--- src/ctbi_pkg.sv ---
package ctbi_pkg;

    localparam int TEMP_FLOOR = 16384;
    localparam int STEPS_PER_UNIT = 20;
    localparam int FRAC_BITS = 12;
    localparam int NUM_BREAKS = 8;
    localparam int DIV_BITS = 56;

    localparam logic [15:0] BREAK_RESET [NUM_BREAKS] = '{
        16'(-13719), 16'(-9623), 16'(-7575), 16'(-6551),
        16'(-5527), 16'(-4503), 16'(-3479), 16'(-2455)
    };

    localparam logic REQ_LOAD = 1'b0;
    localparam logic REQ_QUERY = 1'b1;

    typedef struct packed {
        logic                start;
        logic [DIV_BITS-1:0] num;
        logic [31:0]         den;
    } div_req_t;

endpackage

--- src/ctbi_div.sv ---
module ctbi_div
(
    input  logic                                 clk,
    input  logic                                 rst_n,
    input  ctbi_pkg::div_req_t                   req,
    output logic                                 done,
    output logic signed [ctbi_pkg::DIV_BITS-1:0] quot
);

    localparam int NW = ctbi_pkg::DIV_BITS;

    logic          busy_reg;
    logic [5:0]    cnt_reg;
    logic          neg_reg;
    logic [NW-1:0] n_reg;
    logic [NW-1:0] q_reg;
    logic [NW:0]   rem_reg;
    logic [31:0]   d_reg;
    logic          done_reg;
    logic [NW:0]   trial;
    logic [NW:0]   shifted;
    logic [NW-1:0] abs_num;
    logic [NW-1:0] qf;

    assign abs_num = req.num[NW-1] ? (~req.num + NW'(1)) : req.num;
    assign shifted = {rem_reg[NW-1:0], n_reg[NW-1]};
    assign trial = shifted - (NW + 1)'(d_reg);

    always_ff @(posedge clk or negedge rst_n)
    begin
        if (!rst_n)
        begin
            busy_reg <= 1'b0;
            done_reg <= 1'b0;
            cnt_reg <= '0;
        end
        else
        begin
            done_reg <= busy_reg && !req.start && (cnt_reg == 6'd1);
            if (req.start)
            begin
                busy_reg <= 1'b1;
                cnt_reg <= 6'(NW);
            end
            else if (busy_reg)
            begin
                cnt_reg <= cnt_reg - 6'd1;
                if (cnt_reg == 6'd1)
                begin
                    busy_reg <= 1'b0;
                end
            end
        end
    end

    always_ff @(posedge clk)
    begin
        if (req.start)
        begin
            n_reg <= abs_num;
            neg_reg <= req.num[NW-1];
            d_reg <= req.den;
            rem_reg <= '0;
            q_reg <= '0;
        end
        else if (busy_reg)
        begin
            n_reg <= {n_reg[NW-2:0], 1'b0};
            if (!trial[NW])
            begin
                rem_reg <= trial;
                q_reg <= {q_reg[NW-2:0], 1'b1};
            end
            else
            begin
                rem_reg <= shifted;
                q_reg <= {q_reg[NW-2:0], 1'b0};
            end
        end
    end

    // floor division: negative with remainder rounds down
    assign qf = (neg_reg && rem_reg != '0) ? (q_reg + NW'(1)) : q_reg;
    assign quot = neg_reg ? $signed(~qf + NW'(1)) : $signed(qf);
    assign done = done_reg;

endmodule

--- config.mk ---
export PLATFORM = sky130hd
export DESIGN_NAME = ctbi_div
export DESIGN_NICKNAME = d
export VERILOG_FILES = /design/src/ctbi_pkg.sv /design/src/ctbi_div.sv
export SDC_FILE = /design/constraint.sdc
export NUM_CORES = 1
export LEC_CHECK = 0
export ABC_AREA = 1
export BUFFER_PORTS_ARGS = -buffer_cell sky130_fd_sc_hd__buf_4
export CAP_MARGIN = 10
export CELL_PAD_IN_SITES_DETAIL_PLACEMENT = 0
export CELL_PAD_IN_SITES_GLOBAL_PLACEMENT = 1
export CORE_ASPECT_RATIO = 0.9
export CORE_UTILIZATION = 30
export DETAILED_ROUTE_END_ITERATION = 10
export GPL_TIMING_DRIVEN = 0
export HOLD_SLACK_MARGIN = 0.15
export PLACE_DENSITY_LB_ADDON = 0.1
export REMOVE_ABC_BUFFERS = 1
export SLEW_MARGIN = 0
export SYNTH_ARGS = -nofsm -noshare
export SYNTH_HDL_FRONTEND = slang
export SYNTH_SLANG_ARGS = --single-unit
--- constraint.sdc ---
create_clock -name clk -period 3.3 [get_ports clk]
set_input_delay 0.66 -clock clk [delete_from_list [all_inputs] [get_ports clk]]
set_output_delay 0.66 -clock clk [all_outputs]
set_load 0.005 [all_outputs]
==> reports/results.ini <==
[grt]
grt_max_degree=107
grt_pass1_vias=16530
grt_overflow=0
antenna_found_initial=0
grt_pass1_wl_um=93960
grt_usage_pct=21.76

[timing]
min_period_ns=3.942
fin_tns_setup_ns=-26.77
maxSlewHeadroom_pct=36.66
finalSetupViolations=55
min_period_over_period_pct=119.4
skew_ns=0.008614
fin_ws_ns=-0.6415
hold_viol_final=0
worst_slew_pin_slew_ns=0.9490
fmax_mhz=253.7
final-max-slew-violation-count=0
rsz0062_at_grt=true

[clock_network]
path_clk_slew_ns=0.06
cts_buffers=27
cts_tree=done
h-tree-depth=1
clockBufferDepth=3
clk_latency_ns=0.58
root_buffer=clkbuf_16
clock-sinks=210

[place]
dp_hpwl_um=44160
gp_congestion=0.9118
port_buffers=147

[worst_setup_path]
timing.rr.start=d_reg[29]$_DFFE_PP_
endpoint=quot[51]
startpoint=rem_reg[46]$_SDFFE_PP0P_
path_max_fanout=8
crit_chain=nor2_4 > nand2_2 > nor2_4 > nand2_4 > nor2_4 > buf_8 > nand2_8 > nand2_8 > buf_4 > nand2_1 > nand2_2 > inv_1 > nand2_2 > nor2_2 > nand3_2 > nor2_2 > nand2_2 > nand2_1 > nand2_1 > nand2_1 > buf_4
reg2reg_to=rem_reg[41]$_SDFFE_PP0P_
critPathRequiredTime_ns=2.64
worstPathArrival_ns=3.28
crit_type=flip-flop to primary output
slowest_stage=dfxtp_2
cp-start-kind=flip-flop
critPathMaxStageDelay_ns=0.37
critPathTopFamily=simple AND/OR/NAND/NOR gates
setup.worst_path.end_class=primary output
cp_num_cells=21
crit_buf_inv=4
ff2ff_setup_slack_ns=0.09
reg2reg_depth=17

[synth]
ys_seq_area_share_pct=31.38
yosysWarnings=0
async_flop_share_pct=3.810
ys_ff_latch=210
yosysUniqueCellTypes=49
avgSynthCellArea_um2=6.471
postSynthCellCount=2529
synth_edf_count=89
synthFlopType=dfxtp_1
syn_area_um2=16360

[detailed_routing]
drc=0
wl_um=61650
first_pass_iters=5
drtIter0Drc=1222
wl_per_cell_um=17.64
dr_total_vias=17300
drtAntennaViolNets=0
vias_per_cell=4.951

[cells_and_area]
finalNetCount=2907
ff_latch_area_um2=5211
fillers=5682
drive_gt1_share_pct=29.74
final_core_util_pct=41.86
multiInputGateArea_um2=11710
largest_register_ffs=57
antenna_cells=0
syn_to_final_growth_pct=36.74

[job]
max_cap_viol_count=0

[status]
violations=setup timing
outcome=finished, violations left

[pwr]
power_density_nw_per_um2=641.6
p_leak_nw=9.818
vdd_ir_drop_max_mv=0.4360

[floorplan]
ios=148
coreArea_um2=53450
die_area_um2=55490
start_util_pct=30.62
die_x_um=248.2
rows=80
die_h_um=223.6

[hold_path]
hp-class=primary input to flip-flop
worstHoldStart=req[19]

-- cell usage in the layout (no fill, tap or decap), drive strengths merged, types with 2 or more instances in the layout --
master,instances
a31oi,10
a21oi,80
o21ai,177
o21bai,8
inv,286
nor4,18
clkbuf,42
nand3b,7
clkinv,7
dfxtp,113
nor3,25
buf,277
or2,2
bufinv,3
nor2,419
o21a,3
a21boi,7
and2,3
o22ai,69
nand4,37
nand3,156
nand2,770
o211ai,4
edfxtp,89
dfrtp,8
ha,38
xnor2,56
xor2,73
-- synth_stat cells, drive strengths merged, types with 2 or more instances --
library cell  number  area share (%)
and2               3            0.11
a31oi             10            0.38
nand4             37             1.4
nor3              25            0.76
o21ai            177             5.5
nand3            156             5.2
clkinv             2           0.046
dfxtp            113              14
nor4              18            0.69
clkbuf            49             1.1
nand2            760              18
xnor2             56             3.0
inv              285             6.5
xor2              73             3.9
ha                38             2.9
or2                2           0.076
o21a               3            0.14
a21boi             7            0.32
o211ai             4            0.18
dfrtp              8             1.2
edfxtp            89              16
a21oi             79             2.4
nor2             419              11
nand3b             7            0.32
o22ai             69             2.6
buf               24            0.96
o21bai             8            0.37
-- report_power, final --
part | internal [mW] | switching [mW]
clock | 1.84 | 1.25
combinational | 3.16 | 4.42
sequential | 3.25 | 0.436
-- how the worst min path moves through the flow --
stage / to / slack, ns / cells past startpoint
finish: d_reg[19]$_DFFE_PP_ / 0.26 / 1
global placement: rem_reg[53]$_SDFFE_PP0P_ / 0.44 / 2
global route: d_reg[8]$_DFFE_PP_ / 0.22 / 1
detailed placement: rem_reg[53]$_SDFFE_PP0P_ / 0.44 / 2
CTS: d_reg[19]$_DFFE_PP_ / 0.22 / 1
floorplan: busy_reg$_DFF_PN0_ / 0.36 / 0
-- logic make-up after synthesis --
| kind of cell | Yosys count | synth area share, % |
|---|---|---|
| AND/OR/NAND/NOR | 1429 | 37.81 |
| AO/OA/AOI/OAI | 362 | 12.21 |
| buffers and inverters | 360 | 8.670 |
| flip-flops | 210 | 31.38 |
| XOR/XNOR | 129 | 6.904 |
| adder cells (fa/ha/maj) | 39 | 3.028 |
-- area by class of cell --
| class | count | share of cell area, % |
|---|---|---|
| clock buffers | 40 | 3.422 |
| well taps | 697 | 3.897 |
| clock inverters | 10 | 0.6151 |
| inverters | 287 | 4.965 |
| repair buffers | 281 | 11.49 |
| flip-flops and latches | 210 | 23.29 |
| multi-input cells | 1970 | 52.32 |
-- through the flow --
stage	setup slack, ns	hold slack, ns	instance area (um^2)	instances	power (mW)
floorplan	-1.896	0.3644	16020	2456	7.320
global placement	-6.434	0.4394	18000	3300	9.227
detailed placement	-1.228	0.4449	18280	3310	9.396
CTS	-0.7065	0.2168	20760	3442	13.69
global route	-0.8147	0.2235	22380	3495	15.42
finish	-0.6415	0.2551	22380	3495	14.36
-- worst register-to-register path, delay by kind of cell (launching register included) --
family                   cells  cell delay, ns
flip-flops                   1            0.39
adder cells (fa/ha/maj)      2            0.61
AND/OR/NAND/NOR              5            0.79
buffers and inverters        5            0.47
AO/OA/AOI/OAI                5            0.82
-- repair_timing --
action	CTS	global route
gates resized for setup	214	361
buffers inserted	71	50
hold buffers	1	0
gates cloned	11	4
endpoints found under the setup margin	113	97
pin swaps	57	130
endpoints found under the hold margin	8	0
-- per-layer routing --
layer  routed length, um  vias to the layer above  global-route usage, %
li1                    -                     8748                      -
met1               31730                     8089                  33.34
met2               25410                      406                  31.74
met3                3502                       59                  3.726
met4                 995                        0                  3.757
met5                   0                        -                      0
Power figures use the tool's default switching activity.
